==> src/hdl/assert_macros.svh <==
// Assertion macros shared by the scheduler RTL.
// Expects clk and arst_n in the scope of use.
`ifndef ASSERT_MACROS_SVH
`define ASSERT_MACROS_SVH

// property holds at every clock edge out of reset
`define ASSERT_ALWAYS(label, prop, msg) \
	label: assert property (@(posedge clk) disable iff (!arst_n) (prop)) else $error(msg);

// trigger in one cycle implies outcome in the next
`define ASSERT_NEXT(label, trig, outcome, msg) \
	label: assert property (@(posedge clk) disable iff (!arst_n) (trig) |=> (outcome)) \
		else $error(msg);

`endif

==> src/hdl/wans_pkg.sv <==
// Types, codes and helper functions of the weekly alarm scheduler.
// No dependencies; used by wans_ctrl, wans_dp and the top level.
`timescale 1ns / 1ps

package wans_pkg;

	localparam int ENTRIES_DEF = 16;

	localparam logic [1:0] MODE_WRITE  = 2'd0;
	localparam logic [1:0] MODE_REMOVE = 2'd1;
	localparam logic [1:0] MODE_QUERY  = 2'd2;
	localparam logic [1:0] MODE_FIRE   = 2'd3;

	localparam logic [2:0] ST_DONE  = 3'd0;
	localparam logic [2:0] ST_HIT   = 3'd1;
	localparam logic [2:0] ST_NONE  = 3'd2;
	localparam logic [2:0] ST_FIRED = 3'd3;
	localparam logic [2:0] ST_MISS  = 3'd4;

	localparam logic [26:0] MAX_TOD = 27'd86399999;
	localparam logic [29:0] DAY_MS  = 30'd86400000;

	typedef struct packed {
		logic [15:0] router;
		logic [26:0] time_ms;
		logic [6:0]  days;
		logic [15:0] destination;
		logic [15:0] source;
	} entry_t;

	typedef struct packed {
		logic load;
		logic wr_entry;
		logic rm_entry;
		logic emit_done;
		logic fire_rd;
		logic emit_fire;
		logic q_start;
		logic p2_start;
		logic issue;
		logic pass2;
		logic emit_none;
		logic flush;
	} cmd_t;

	typedef struct packed {
		logic scan_last;
		logic pipe_busy;
		logic found;
	} sts_t;

	// weekday 1..7 (0 as Sunday) to index 0 Monday .. 6 Sunday
	function automatic logic [2:0] day_index(input logic [2:0] d);
		logic [2:0] r;
		unique case (d)
			3'd1: r = 3'd0;
			3'd2: r = 3'd1;
			3'd3: r = 3'd2;
			3'd4: r = 3'd3;
			3'd5: r = 3'd4;
			3'd6: r = 3'd5;
			default: r = 3'd6;
		endcase
		return r;
	endfunction

	function automatic logic [26:0] sat_tod(input logic [26:0] t);
		return (t > MAX_TOD) ? MAX_TOD : t;
	endfunction

	// bit i of result is weekday (today + i) mod 7
	function automatic logic [6:0] rot_days(input logic [6:0] days, input logic [2:0] today);
		logic [6:0] r;
		logic [3:0] j;
		for (int i = 0; i < 7; i++) begin
			j = 4'(today) + 4'(i);
			if (j >= 4'd7) begin
				j = j - 4'd7;
			end
			r[i] = days[j[2:0]];
		end
		return r;
	endfunction

	function automatic logic [29:0] kday_ms(input logic [2:0] k);
		return 30'(k) * DAY_MS;
	endfunction

endpackage

==> src/hdl/wans_ram.sv <==
// Generic simple dual-port RAM, one write and one registered read port.
// No dependencies.
`timescale 1ns / 1ps

module wans_ram #(
	parameter int WIDTH = 8,
	parameter int DEPTH = 16,
	parameter int AW    = (DEPTH > 1) ? $clog2(DEPTH) : 1
) (
	input  logic             clk,
	input  logic             we,
	input  logic [AW-1:0]    waddr,
	input  logic [WIDTH-1:0] wdata,
	input  logic             re,
	input  logic [AW-1:0]    raddr,
	output logic [WIDTH-1:0] rdata
);

	logic [WIDTH-1:0] mem_q [DEPTH];
	logic [WIDTH-1:0] rdata_q;

	always_ff @(posedge clk) begin
		if (we) begin
			mem_q[waddr] <= wdata;
		end
		if (re) begin
			rdata_q <= mem_q[raddr];
		end
	end

	assign rdata = rdata_q;

endmodule

==> src/hdl/wans_ctrl.sv <==
// Controller of the scheduler: sequences edits, fire and the two query scans.
// Depends on wans_pkg and assert_macros.svh.
`timescale 1ns / 1ps
`include "assert_macros.svh"

module wans_ctrl
	import wans_pkg::*;
(
	input  logic       clk,
	input  logic       arst_n,
	input  logic       start,
	input  logic [1:0] mode,
	output logic       busy,
	output cmd_t       cmd,
	input  sts_t       sts
);

	localparam logic [2:0] S_IDLE   = 3'd0;
	localparam logic [2:0] S_FIRE   = 3'd1;
	localparam logic [2:0] S_SCAN1  = 3'd2;
	localparam logic [2:0] S_DRAIN1 = 3'd3;
	localparam logic [2:0] S_SCAN2  = 3'd4;
	localparam logic [2:0] S_DRAIN2 = 3'd5;

	logic [2:0] state_q;
	logic [2:0] state_d;

	always_comb begin
		cmd     = '0;
		state_d = state_q;
		unique case (state_q)
			S_IDLE: begin
				if (start) begin
					cmd.load = 1'b1;
					unique case (mode)
						MODE_WRITE: begin
							cmd.wr_entry  = 1'b1;
							cmd.emit_done = 1'b1;
						end
						MODE_REMOVE: begin
							cmd.rm_entry  = 1'b1;
							cmd.emit_done = 1'b1;
						end
						MODE_QUERY: begin
							cmd.q_start = 1'b1;
							state_d     = S_SCAN1;
						end
						default: begin
							cmd.fire_rd = 1'b1;
							state_d     = S_FIRE;
						end
					endcase
				end
			end
			S_FIRE: begin
				cmd.emit_fire = 1'b1;
				state_d       = S_IDLE;
			end
			S_SCAN1: begin
				cmd.issue = 1'b1;
				if (sts.scan_last) begin
					state_d = S_DRAIN1;
				end
			end
			S_DRAIN1: begin
				if (!sts.pipe_busy) begin
					if (sts.found) begin
						cmd.p2_start = 1'b1;
						state_d      = S_SCAN2;
					end else begin
						cmd.emit_none = 1'b1;
						state_d       = S_IDLE;
					end
				end
			end
			S_SCAN2: begin
				cmd.issue = 1'b1;
				cmd.pass2 = 1'b1;
				if (sts.scan_last) begin
					state_d = S_DRAIN2;
				end
			end
			S_DRAIN2: begin
				cmd.pass2 = 1'b1;
				if (!sts.pipe_busy) begin
					cmd.flush = 1'b1;
					state_d   = S_IDLE;
				end
			end
			default: begin
				state_d = S_IDLE;
			end
		endcase
	end

	always_ff @(posedge clk or negedge arst_n) begin
		if (!arst_n) begin
			state_q <= S_IDLE;
		end else begin
			state_q <= state_d;
		end
	end

	assign busy = (state_q != S_IDLE);

	`ASSERT_ALWAYS(a_one_emit, $onehot0({cmd.emit_done, cmd.emit_fire, cmd.emit_none, cmd.flush}), "more than one result command")
	`ASSERT_NEXT(a_query_holds, start && !busy && mode == MODE_QUERY, busy && !cmd.flush, "query accepted without scan")
	`ASSERT_ALWAYS(a_issue_scan, !(cmd.issue && cmd.fire_rd), "scan read collides with fire read")

endmodule

==> src/hdl/wans_dp.sv <==
// Datapath of the scheduler: valid bits, scan pipeline, minimum tracking,
// pending hit and result register. Depends on wans_pkg, assert_macros.svh.
`timescale 1ns / 1ps
`include "assert_macros.svh"

module wans_dp
	import wans_pkg::*;
#(
	parameter int ENTRIES = ENTRIES_DEF,
	parameter int IDX_W   = (ENTRIES > 1) ? $clog2(ENTRIES) : 1
) (
	input  logic             clk,
	input  logic             arst_n,
	input  cmd_t             cmd,
	output sts_t             sts,
	input  logic [3:0]       entry_id,
	input  logic [15:0]      router,
	input  logic [26:0]      time_ms,
	input  logic [6:0]       day_mask,
	input  logic [15:0]      destination,
	input  logic [15:0]      source,
	input  logic [2:0]       now_day,
	input  logic [26:0]      now_ms,
	output logic             ram_we,
	output logic [IDX_W-1:0] ram_waddr,
	output entry_t           ram_wdata,
	output logic             ram_re,
	output logic [IDX_W-1:0] ram_raddr,
	input  entry_t           ram_rdata,
	output logic             strobe,
	output logic [2:0]       status,
	output logic [3:0]       hit_id,
	output logic [15:0]      out_router,
	output logic [15:0]      out_destination,
	output logic [15:0]      out_source,
	output logic [29:0]      interval_ms,
	output logic             last
);

	logic [ENTRIES-1:0] valid_q;
	logic [IDX_W-1:0]   cnt_q;
	logic               found_q;
	logic [29:0]        best_q;
	logic               pend_v_q;
	logic [IDX_W-1:0]   pend_id_q;
	logic [29:0]        pend_iv_q;

	logic [15:0]        router_q;
	logic [2:0]         today_q;
	logic [26:0]        now_q;
	logic [3:0]         id_q;
	logic               fire_ok_q;

	logic               v_s1;
	logic [IDX_W-1:0]   idx_s1;
	logic               vb_s1;
	logic               v_s2;
	logic [IDX_W-1:0]   idx_s2;
	logic               elig_s2;
	logic [29:0]        iv_s2;

	logic               strobe_q;
	logic [2:0]         status_q;
	logic [3:0]         hit_id_q;
	logic [15:0]        router_o_q;
	logic [15:0]        dest_o_q;
	logic [15:0]        src_o_q;
	logic [29:0]        iv_o_q;
	logic               last_q;

	logic [2:0]         status_d;
	logic [3:0]         hit_id_d;
	logic [15:0]        router_o_d;
	logic [15:0]        dest_o_d;
	logic [15:0]        src_o_d;
	logic [29:0]        iv_o_d;
	logic               last_d;

	logic               id_in_range;
	logic [IDX_W-1:0]   id_idx;
	logic [6:0]         rot;
	logic               due_today;
	logic [2:0]         k_days;
	logic [29:0]        base_ms;
	logic [29:0]        iv_d;
	logic               elig_d;
	logic               p1_take;
	logic               p2_hit;
	logic               fired;

	assign id_in_range = (32'(entry_id) < ENTRIES);
	assign id_idx      = IDX_W'(entry_id);

	assign ram_we                = cmd.wr_entry && id_in_range;
	assign ram_waddr             = id_idx;
	assign ram_wdata.router      = router;
	assign ram_wdata.time_ms     = sat_tod(time_ms);
	assign ram_wdata.days        = day_mask;
	assign ram_wdata.destination = destination;
	assign ram_wdata.source      = source;
	assign ram_re                = cmd.issue || cmd.fire_rd;
	assign ram_raddr             = cmd.fire_rd ? id_idx : cnt_q;

	// next run of the entry now leaving the RAM
	always_comb begin
		rot       = rot_days(ram_rdata.days, today_q);
		due_today = rot[0] && (now_q < ram_rdata.time_ms);
		k_days    = 3'd7;
		for (int i = 6; i >= 1; i--) begin
			if (rot[i]) begin
				k_days = 3'(i);
			end
		end
		base_ms = due_today ? 30'd0 : kday_ms(k_days);
		iv_d    = base_ms + 30'(ram_rdata.time_ms) - 30'(now_q);
		elig_d  = vb_s1 && (ram_rdata.router == router_q) && (ram_rdata.days != 7'd0);
	end

	assign p1_take = v_s2 && elig_s2 && !cmd.pass2 && (!found_q || iv_s2 < best_q);
	assign p2_hit  = v_s2 && elig_s2 && cmd.pass2 && (iv_s2 == best_q);
	assign fired   = fire_ok_q && ram_rdata.days[today_q];

	always_comb begin
		status_d   = ST_DONE;
		hit_id_d   = '0;
		router_o_d = '0;
		dest_o_d   = '0;
		src_o_d    = '0;
		iv_o_d     = '0;
		last_d     = 1'b1;
		priority if (cmd.emit_none) begin
			status_d = ST_NONE;
		end else if (cmd.emit_fire) begin
			if (fired) begin
				status_d   = ST_FIRED;
				hit_id_d   = id_q;
				router_o_d = ram_rdata.router;
				dest_o_d   = ram_rdata.destination;
				src_o_d    = ram_rdata.source;
			end else begin
				status_d = ST_MISS;
			end
		end else if (cmd.flush || (p2_hit && pend_v_q)) begin
			status_d = ST_HIT;
			hit_id_d = 4'(pend_id_q);
			iv_o_d   = pend_iv_q;
			last_d   = cmd.flush;
		end else begin
			status_d = ST_DONE;
		end
	end

	always_ff @(posedge clk or negedge arst_n) begin
		if (!arst_n) begin
			valid_q  <= '0;
			cnt_q    <= '0;
			found_q  <= 1'b0;
			best_q   <= '0;
			pend_v_q <= 1'b0;
			v_s1     <= 1'b0;
			v_s2     <= 1'b0;
			strobe_q <= 1'b0;
		end else begin
			if (cmd.wr_entry && id_in_range) begin
				valid_q[id_idx] <= 1'b1;
			end
			if (cmd.rm_entry && id_in_range) begin
				valid_q[id_idx] <= 1'b0;
			end
			if (cmd.q_start || cmd.p2_start) begin
				cnt_q <= '0;
			end else if (cmd.issue) begin
				cnt_q <= cnt_q + 1'b1;
			end
			if (cmd.q_start) begin
				found_q <= 1'b0;
			end else if (p1_take) begin
				found_q <= 1'b1;
				best_q  <= iv_s2;
			end
			if (cmd.p2_start || cmd.flush) begin
				pend_v_q <= 1'b0;
			end else if (p2_hit) begin
				pend_v_q <= 1'b1;
			end
			v_s1     <= cmd.issue;
			v_s2     <= v_s1;
			strobe_q <= cmd.emit_done || cmd.emit_none || cmd.emit_fire || cmd.flush ||
				(p2_hit && pend_v_q);
		end
	end

	always_ff @(posedge clk) begin
		if (cmd.load) begin
			router_q <= router;
			today_q  <= day_index(now_day);
			now_q    <= sat_tod(now_ms);
			id_q     <= entry_id;
		end
		if (cmd.fire_rd) begin
			fire_ok_q <= id_in_range && valid_q[id_idx];
		end
		idx_s1  <= cnt_q;
		vb_s1   <= valid_q[cnt_q];
		idx_s2  <= idx_s1;
		elig_s2 <= elig_d;
		iv_s2   <= iv_d;
		if (p2_hit) begin
			pend_id_q <= idx_s2;
			pend_iv_q <= iv_s2;
		end

		status_q   <= status_d;
		hit_id_q   <= hit_id_d;
		router_o_q <= router_o_d;
		dest_o_q   <= dest_o_d;
		src_o_q    <= src_o_d;
		iv_o_q     <= iv_o_d;
		last_q     <= last_d;
	end

	assign sts.scan_last = (cnt_q == IDX_W'(ENTRIES - 1));
	assign sts.pipe_busy = v_s1 || v_s2;
	assign sts.found     = found_q;

	assign strobe          = strobe_q;
	assign status          = status_q;
	assign hit_id          = hit_id_q;
	assign out_router      = router_o_q;
	assign out_destination = dest_o_q;
	assign out_source      = src_o_q;
	assign interval_ms     = iv_o_q;
	assign last            = last_q;

	`ASSERT_ALWAYS(a_hit_is_best, !(strobe_q && status_q == ST_HIT) || iv_o_q == best_q, "query hit interval differs from minimum")
	`ASSERT_NEXT(a_none_not_found, cmd.emit_none, strobe_q && !found_q, "none result with a hit recorded")
	`ASSERT_ALWAYS(a_flush_pending, !cmd.flush || pend_v_q, "query flush without pending hit")

endmodule

==> src/hdl/weekly_alarm_next_due_scheduler.sv <==
// Top level of the weekly alarm next-due scheduler.
// Depends on wans_pkg, wans_ctrl, wans_dp and wans_ram.
//
//   channel   handshake          payload
//   command   start / busy       mode, entry_id, router, time_ms, day_mask,
//                                destination, source, now_day, now_ms
//   result    strobe (1 cycle)   status, hit_id, out_router, out_destination,
//                                out_source, interval_ms, last
//
// Write and remove: result in the cycle after the accept, busy stays low.
// Fire: one RAM read, then the result is registered from the read data in S_FIRE.
// Query: a minimum scan and, only with a hit, a second scan that reports the matches,
// both through the single RAM read port; busy stays high while the scans run.
// Reset clears the valid bits and control; entry data is undefined until written.
// The receiver cannot stall: each result shows for exactly one cycle.
`timescale 1ns / 1ps

module weekly_alarm_next_due_scheduler
	import wans_pkg::*;
#(
	parameter int ENTRIES = ENTRIES_DEF
) (
	input  logic        clk,
	input  logic        arst_n,
	input  logic        start,
	output logic        busy,
	input  logic [1:0]  mode,
	input  logic [3:0]  entry_id,
	input  logic [15:0] router,
	input  logic [26:0] time_ms,
	input  logic [6:0]  day_mask,
	input  logic [15:0] destination,
	input  logic [15:0] source,
	input  logic [2:0]  now_day,
	input  logic [26:0] now_ms,
	output logic        strobe,
	output logic [2:0]  status,
	output logic [3:0]  hit_id,
	output logic [15:0] out_router,
	output logic [15:0] out_destination,
	output logic [15:0] out_source,
	output logic [29:0] interval_ms,
	output logic        last
);

	localparam int IDX_W = (ENTRIES > 1) ? $clog2(ENTRIES) : 1;

	cmd_t             cmd;
	sts_t             sts;
	logic             ram_we;
	logic [IDX_W-1:0] ram_waddr;
	entry_t           ram_wdata;
	logic             ram_re;
	logic [IDX_W-1:0] ram_raddr;
	entry_t           ram_rdata;

	wans_ctrl u_ctrl (
		.clk    (clk),
		.arst_n (arst_n),
		.start  (start),
		.mode   (mode),
		.busy   (busy),
		.cmd    (cmd),
		.sts    (sts)
	);

	wans_dp #(
		.ENTRIES (ENTRIES),
		.IDX_W   (IDX_W)
	) u_dp (
		.clk             (clk),
		.arst_n          (arst_n),
		.cmd             (cmd),
		.sts             (sts),
		.entry_id        (entry_id),
		.router          (router),
		.time_ms         (time_ms),
		.day_mask        (day_mask),
		.destination     (destination),
		.source          (source),
		.now_day         (now_day),
		.now_ms          (now_ms),
		.ram_we          (ram_we),
		.ram_waddr       (ram_waddr),
		.ram_wdata       (ram_wdata),
		.ram_re          (ram_re),
		.ram_raddr       (ram_raddr),
		.ram_rdata       (ram_rdata),
		.strobe          (strobe),
		.status          (status),
		.hit_id          (hit_id),
		.out_router      (out_router),
		.out_destination (out_destination),
		.out_source      (out_source),
		.interval_ms     (interval_ms),
		.last            (last)
	);

	wans_ram #(
		.WIDTH ($bits(entry_t)),
		.DEPTH (ENTRIES),
		.AW    (IDX_W)
	) u_ram (
		.clk   (clk),
		.we    (ram_we),
		.waddr (ram_waddr),
		.wdata (ram_wdata),
		.re    (ram_re),
		.raddr (ram_raddr),
		.rdata (ram_rdata)
	);

endmodule
==> config.mk <==
export PLATFORM = sky130hd
export DESIGN_NAME = weekly_alarm_next_due_scheduler
export DESIGN_NICKNAME = d
export VERILOG_FILES = /design/src/hdl/wans_pkg.sv /design/src/hdl/wans_ram.sv /design/src/hdl/wans_ctrl.sv /design/src/hdl/wans_dp.sv /design/src/hdl/weekly_alarm_next_due_scheduler.sv
export VERILOG_INCLUDE_DIRS = /design/src /design/src/hdl
export SDC_FILE = /design/constraint.sdc
export NUM_CORES = 2
export LEC_CHECK = 0
export BUFFER_PORTS_ARGS = -buffer_cell sky130_fd_sc_hd__buf_2
export CORE_MARGIN = 2
export CORE_UTILIZATION = 56
export CTS_CLUSTER_DIAMETER = 40
export DETAILED_ROUTE_END_ITERATION = 10
export GPL_ROUTABILITY_DRIVEN = 0
export PLACE_DENSITY = 0.76
export SETUP_SLACK_MARGIN = 0.05
export SLEW_MARGIN = 0
export SYNTH_ARGS = -nofsm -noshare
export SYNTH_HDL_FRONTEND = slang
export SYNTH_HIERARCHICAL = 1
export SYNTH_SLANG_ARGS = --single-unit
==> constraint.sdc <==
create_clock -name clk -period 7.7 [get_ports clk]
set_clock_uncertainty 0.05 [all_clocks]
set_input_delay 1.155 -clock clk [delete_from_list [all_inputs] [get_ports clk]]
set_output_delay 1.155 -clock clk [all_outputs]
set_load 0.005 [all_outputs]
Yosys cells after proc, flatten, opt, wreduce, memory -nomap -nowiden

Memory sizes are Yosys's and may differ from the RTL's. A register that Yosys moved wholly into a read port is not among the register bits.
Cells that the tools add are included.

Register bits: 269
RAM bits: 1312
Input port bits: 121
Output and inout port bits: 88
Memories kept: 1

Memory list:

| memory      | words | width | rd ports | clocked after memory_dff | write ports | line           | source |
|---|---|---|---|---|---|---|---|
| u_ram.mem_q | 16    | 82    | 1        | 1                        | 1           | wans_ram.sv:19 | `logic [WIDTH-1:0] mem_q [DEPTH];` |

Add/sub/neg operators: 16
Multiply operators: 1
Order comparisons: 22
Equality and inequality tests: 22
Muxes and demuxes: 83
Bitwise operators: 7
Reduce and logical (&&, ||, !) cells: 38

Operators with widths:

| operator                                                              | number |
|---|---|
| 27-bit > comparator, second input constant                            | 2 |
| 3-bit 2-to-1 mux                                                      | 18 |
| 1-bit 2-to-1 mux                                                      | 37 |
| 3-bit by 4-bit < comparator with 1-bit output, second input constant  | 8 |
| 16-bit 2-to-1 mux                                                     | 2 |
| 30-bit by 27-bit adder with 30-bit output                             | 1 |
| 30-bit == test                                                        | 1 |
| 30-bit < comparator                                                   | 1 |
| 30-bit 2-to-1 mux                                                     | 1 |
| 30-bit by 27-bit subtractor with 30-bit output                        | 1 |
| 27-bit < comparator                                                   | 1 |
| 27-bit 2-to-1 mux                                                     | 1 |
| 1-bit binary-select mux with 3-bit select                             | 8 |
| 4-bit by 3-bit >= comparator with 1-bit output, second input constant | 6 |
| 4-bit 2-to-1 mux                                                      | 6 |
| 3-bit subtractor, second input constant                               | 7 |
| 3-bit by 17-bit multiplier with 20-bit output, second input constant  | 1 |
| 3-bit one-hot mux with 6 select lines                                 | 1 |
| 16-bit bitwise AND                                                    | 1 |
| 16-bit == test                                                        | 1 |
| 16-bit inverter                                                       | 1 |
| 16-bit OR                                                             | 1 |
| 3-bit == test, second input constant                                  | 5 |
| 3-bit one-hot mux with 5 select lines                                 | 1 |
| 31 further kinds                                                      | 76 |

Logic depth before layout (Yosys ltp)

Word-level depth: 15
Mapped depth: 34
Mapped depth without buffers: 32

Hierarchy

The synthesis kept the hierarchy.

By module, submodules not included:

| module    | times used | cells an instance | area each (µm²) |
|---|---|---|---|
| wans_ram  | 1          | 2103              | 51504.4 |
| wans_dp   | 1          | 1365              | 14620.3 |
| wans_ctrl | 1          | 31                | 276.5 |

Least setup slack after synthesis

OpenSTA, ideal clock, no wires.

Path kind: input to register
Start: input port start
End: memory u_ram/mem_q[0][0] (netlist name) (enable)
Setup time: 623 ps
Arrival: 8237 ps
Path slack: -1210 ps
Stages: 6
Buffers on the path: 2
Path through: or4b_4 buf_6 nor3_1 buf_4 or3b_2 nor3_1

RTL lines:

| what            | line                                  | source |
|---|---|---|
| start, declared | weekly_alarm_next_due_scheduler.sv:25 | `input logic start,` |
| end, declared   | wans_ram.sv:19                        |  |

Worst setup path after layout

Start: register u_dp.today_q[1]
End: register u_dp.iv_s2[29]

Cells in the longest elaborated chain, start to end: 15
Elaborated cells on any way between the ends: 52

RTL lines:

| what                                                                                      | line                           | source |
|---|---|---|
| start, declared                                                                           | wans_dp.sv:49                  | `logic [2:0] today_q;` |
| start signal, assigned                                                                    | wans_dp.sv:196                 | `today_q <= day_index(now_day);` |
| 3-bit by 3-bit adder with 4-bit output                                                    | wans_pkg.sv:76                 | `j = 4'(today) + 4'(i);` |
| 4-bit by 3-bit >= comparator with 1-bit output / 3-bit subtractor (equally long branches) | wans_pkg.sv:77, wans_pkg.sv:78 |  |
| 3-bit 2-to-1 mux                                                                          | wans_pkg.sv:77                 | `if (j >= 4'd7) begin` |
| 1-bit binary-select mux with 3-bit select                                                 | wans_pkg.sv:80                 | `r[i] = days[j[2:0]];` |
| 1-bit 2-to-1 mux (implied by the code)                                                    | wans_pkg.sv:80                 |  |
| 1-bit 2-to-1 mux                                                                          | wans_dp.sv:110                 | `if (rot[i]) begin` |
| 2-bit 2-to-1 mux (2 in a row)                                                             | wans_dp.sv:110                 |  |
| 3-bit 2-to-1 mux (3 in a row)                                                             | wans_dp.sv:110                 |  |
| 3-bit by 17-bit multiplier with 20-bit output                                             | wans_pkg.sv:86                 | `return 30'(k) * DAY_MS;` |
| 30-bit 2-to-1 mux *                                                                       | wans_dp.sv:114                 | `base_ms = due_today ? 30'd0 : kday_ms(k_days);` |
| 30-bit by 27-bit adder with 30-bit output *                                               | wans_dp.sv:115                 | `iv_d = base_ms + 30'(ram_rdata.time_ms) - 30'(now_q);` |
| 30-bit by 27-bit subtractor with 30-bit output *                                          | wans_dp.sv:115                 |  |
| named net u_dp.iv_d[29]                                                                   | wans_dp.sv:85                  | `logic [29:0] iv_d;` |
| end signal, assigned                                                                      | wans_dp.sv:207                 | `iv_s2 <= iv_d;` |
| end, declared                                                                             | wans_dp.sv:60                  | `logic [29:0] iv_s2;` |

Mark *: on every way through the listed nets, which the timed path passes. The rest lies on a longest branch. The select of a mux whose other input is x is not followed.
A chain may end at the register's enable or synchronous reset.

==> out/qor.txt <==
Outcome - completed
Max clock buf depth - 3
Startpoint of the worst hold path - u_dp/idx_s1[0]
Routed WL - 148300 um
Max_cap viols - 0
DP Worst Slack - 58.72 ps
Async S/R FF share, synth - 3.488%
Leak - 26.07 nW
CP Launch Type - register
Wire length of the first global-routing pass - 219400 um
Effective utilization at floorplan - 56.38%
Worst Setup Slack, final - 372.1 ps
Launch point of the worst path - u_dp/today_q[1]
Syn avg cell area - 18.98 sq um
Warnings, synthesis - 6
Latest clock arrival within the worst-skew pair - 790 ps
Synth Cell Area - 66400 sq um
Post-Syn Nets - 3762
DR vias/cell - 6.234
CTS buffer count - 182
TritonCTS clock tree - built
Worst EP arrival - 7920 ps
CTS clk-pin slew, worst paths - 60 ps
PwrDens - 378.6 nW/um^2
F_max - 0.1365 GHz
Via count - 33928
Initial antenna violation count - 18
Largest stage delay, worst path - 520 ps
Critical path's top delay family - adder cells
Fraction of layout cells with a size suffix above 1 - 26.72%
Period utilisation layout - 95.17%
# clock sinks - 1663
Worst Path Buf+Inv - 2
Flops & latches, synth - 1663
P&R area growth vs syn - 13.41%
Worst-path maximum fanout - 7
GRT Total Usage - 24.63%
Die width - 348.3 um
Wire per inst - 27.24 um
Worst Hold Class - reg2reg
Final Cell Area - 75310 sq um
Slew margin rel. - 16.48%
Crit Path Class - reg2reg
Grt ovf - 0
Reg2Reg Depth - 30
# fillers - 7662
Row cnt - 126
R2R Path Start - u_dp/today_q[1]
Root Buffer - clkbuf_16
Die H - 348.3 um
Crit path time final - 7328 ps
WP depth - 30
Capture point of the critical path - u_dp/iv_s2[29]
Placed Instance Area - 69050 sq um
Measured slew at the worst slew-check pin - 1250 ps
Core Box Area - 117800 sq um
Nets - 4011
I/O pin total - 209
Largest net degree at the start of global routing - 91
Hold-fix buffers, CTS - 0
Drt drc - 0
Number of global-route vias before repair - 34262
Final Max Slew Viols - 0
Crit-path most repeated cell - ha_1
Final hold violations - 0
Reg2reg end - u_dp/iv_s2[29]
Peak supply drop - 0.0003175 V
Ys flop type - edfxtp_1
EDFF count, synth - 1479
Final ANT Viol Nets - 0
Syn Inst Count - 3499
Post-synthesis sequential area ratio - 72.87%
Setup violations, final - 0
DR iter-0 viols - 3816
Die footprint - 121300 sq um
Post-Layout Cell Count - 5442
PortBufs - 208
Setup slack, reg-to-reg - 370 ps
Count of different cell masters after synthesis - 87
Detailed-router iteration count before antenna repair - 5
Placed instance count - 5091
Setup TNS - 0 ps
Power, Total - 0.02851 W
CTS H-tree depth - 4
Worst Setup End Kind - register
HPWL Detailed - 77750 um
WP data required - 8300 ps
RSZ-0062 raised after global routing - no
CP max stage cell - fa_1
cells in the mapped netlist (4+ instances only):
| cell | n | area (sq um) |
|---|---|---|
| buf_6 | 15 | 168.9 |
| dfxtp_1 | 126 | 2522 |
| nor3b_1 | 7 | 52.55 |
| a21oi_1 | 83 | 415.4 |
| o21a_1 | 8 | 60.06 |
| or3_1 | 5 | 31.28 |
| nand3b_1 | 4 | 30.03 |
| and2_1 | 89 | 556.8 |
| nor2b_1 | 37 | 231.5 |
| and3_1 | 11 | 68.82 |
| mux4_2 | 343 | 7725 |
| ha_1 | 120 | 1501 |
| nand4b_1 | 4 | 35.03 |
| o21ai_0 | 30 | 150.1 |
| dfrtp_1 | 58 | 1451 |
| nand2b_1 | 13 | 81.33 |
| buf_1 | 18 | 67.56 |
| a31oi_1 | 10 | 62.56 |
| mux2_2 | 37 | 416.7 |
| xnor2_1 | 46 | 402.9 |
| edfxtp_1 | 1479 | 44410 |
| a211oi_1 | 7 | 52.55 |
| o211a_1 | 5 | 50.05 |
| or2_2 | 38 | 237.7 |
| buf_4 | 82 | 615.6 |
| a21o_1 | 27 | 202.7 |
| nor3_1 | 31 | 155.2 |
| a22o_1 | 4 | 35.03 |
| nor2_1 | 66 | 247.7 |
| nand3_1 | 18 | 90.09 |
| nand4_1 | 23 | 143.9 |
| clkbuf_1 | 78 | 292.8 |
| fa_1 | 22 | 440.4 |
| buf_2 | 20 | 100.1 |
| nand2_1 | 134 | 503.0 |
| inv_1 | 123 | 461.7 |
| mux2i_1 | 12 | 120.1 |
| a22oi_1 | 166 | 1246 |
| nor4_1 | 5 | 31.28 |
| o21ai_1 | 4 | 20.02 |
| o31ai_1 | 6 | 45.04 |
| xor2_1 | 16 | 140.1 |
state kept, by name (all words and copies together), names as in the netlist, 3 cells and up:
name and flops:
u_dp/interval_ms 30, u_dp/id_q 4, u_dp/pend_id_q 4, u_dp/idx_s1 4, u_ctrl/state_q 3, u_ram/mem_q 1312
u_dp/best_q 30, u_dp/cnt_q 4, u_dp/hit_id 4, u_dp/iv_s2 30, u_dp/out_router 16, u_dp/status 3
u_dp/valid_q 16, u_dp/pend_iv_q 30, u_dp/idx_s2 4, u_dp/router_q 16, u_dp/out_destination 16, u_ram/rdata 82
u_dp/now_q 27, u_dp/out_source 16, u_dp/today_q 3
area by class of cell:
class                           count  area (sq um)  area share, %
Timing Repair Buffer              280          1844          2.449
Sequential cell                  1663         48390          64.25
Multi-Input combinational cell   1497         16560          22.00
Clock inverter                    116          1251          1.661
Clock buffer                      223          4865          6.460
Antenna cell                        3         7.507       0.009969
Inverter                          124         465.4         0.6181
Tap cell                         1536          1922          2.552
worst reg2reg max path: cells and delay by family (launching register included):
kind | cells | cell delay, ps
AOI/OAI and AO/OA | 9 | 1950
xor gates and xnor gates | 3 | 430
adders and majority gates | 7 | 2640
buffers and inverters | 2 | 150
DFF | 1 | 510
muxes | 1 | 500
and+or+nand+nor | 8 | 960
cells in the final DEF, fill, tap and decap left out, types with 51 or more instances in the layout:
cell type,instances
buf_4,51
nor2_1,52
clkbuf_16,187
nand2_1,134
ha_1,118
mux4_2,343
dfrtp_1,58
a22oi_1,166
and2_1,88
dfxtp_1,126
inv_1,121
buf_2,208
edfxtp_1,1479
a21oi_1,82
worst min-delay path by stage:
stage | endpoint | depth (start not counted)
6_report | u_dp/idx_s2[0] | 0
5_1_grt | u_dp/idx_s2[1] | 0
4_1_cts | u_dp/idx_s2[2] | 0
3_5_place_dp | u_dp/idx_s2[2] | 0
3_3_place_gp | u_dp/idx_s2[2] | 0
2_1_floorplan | u_dp/idx_s2[0] | 0
per-stage QoR:
| step | util [%] | hold WS (ps) |
|---|---|---|
| after global placement | 58.63 | 261.1 |
| after global routing | 63.95 | 292.8 |
| after floorplan | - | 259.6 |
| after CTS | 63.83 | 285.0 |
| after detailed placement | 58.63 | 271.4 |
| final | 63.95 | 281.0 |
layer usage:
layer,GRT usage (%),vias up,wire [um]
li1,-,14408,-
met1,32.92,17487,56190
met2,40.99,1733,74130
met3,5.484,280,14040
met4,7.209,20,3793
met5,0,-,119
kinds of logic (layout without fill, tap and decap cells):
| logic type | Yosys count | count (layout) | share of synthesized area [%] |
|---|---|---|---|
| flip-flops | 1663 | 1663 | 72.87 |
| buffers and inverters | 339 | 743 | 2.591 |
| XOR/XNOR | 65 | 65 | 0.8913 |
| other | 0 | 3 | 0 |
| adder cells (fa/ha/maj) | 142 | 142 | 2.924 |
| multiplexers | 393 | 393 | 12.46 |
| AO/OA/AOI/OAI | 393 | 393 | 4.174 |
| AND/OR/NAND/NOR | 504 | 504 | 4.085 |
what timing repair did:
item	CTS	global route
setup buffers	0	9
endpoints found under the hold margin	0	0
setup endpoints to repair	1	5
pin swaps	0	2
resized for setup	1	12
gates cloned	0	0
report_power, final:
group / leakage (nW) / total, W / switching [W] / internal (W)
clock network: 2.95 / 0.00867 / 0.00360 / 0.00507
registers: 15.2 / 0.0109 / 0.000319 / 0.0106
logic: 7.93 / 0.00895 / 0.00497 / 0.00398
(Power assumes the default switching activity.)
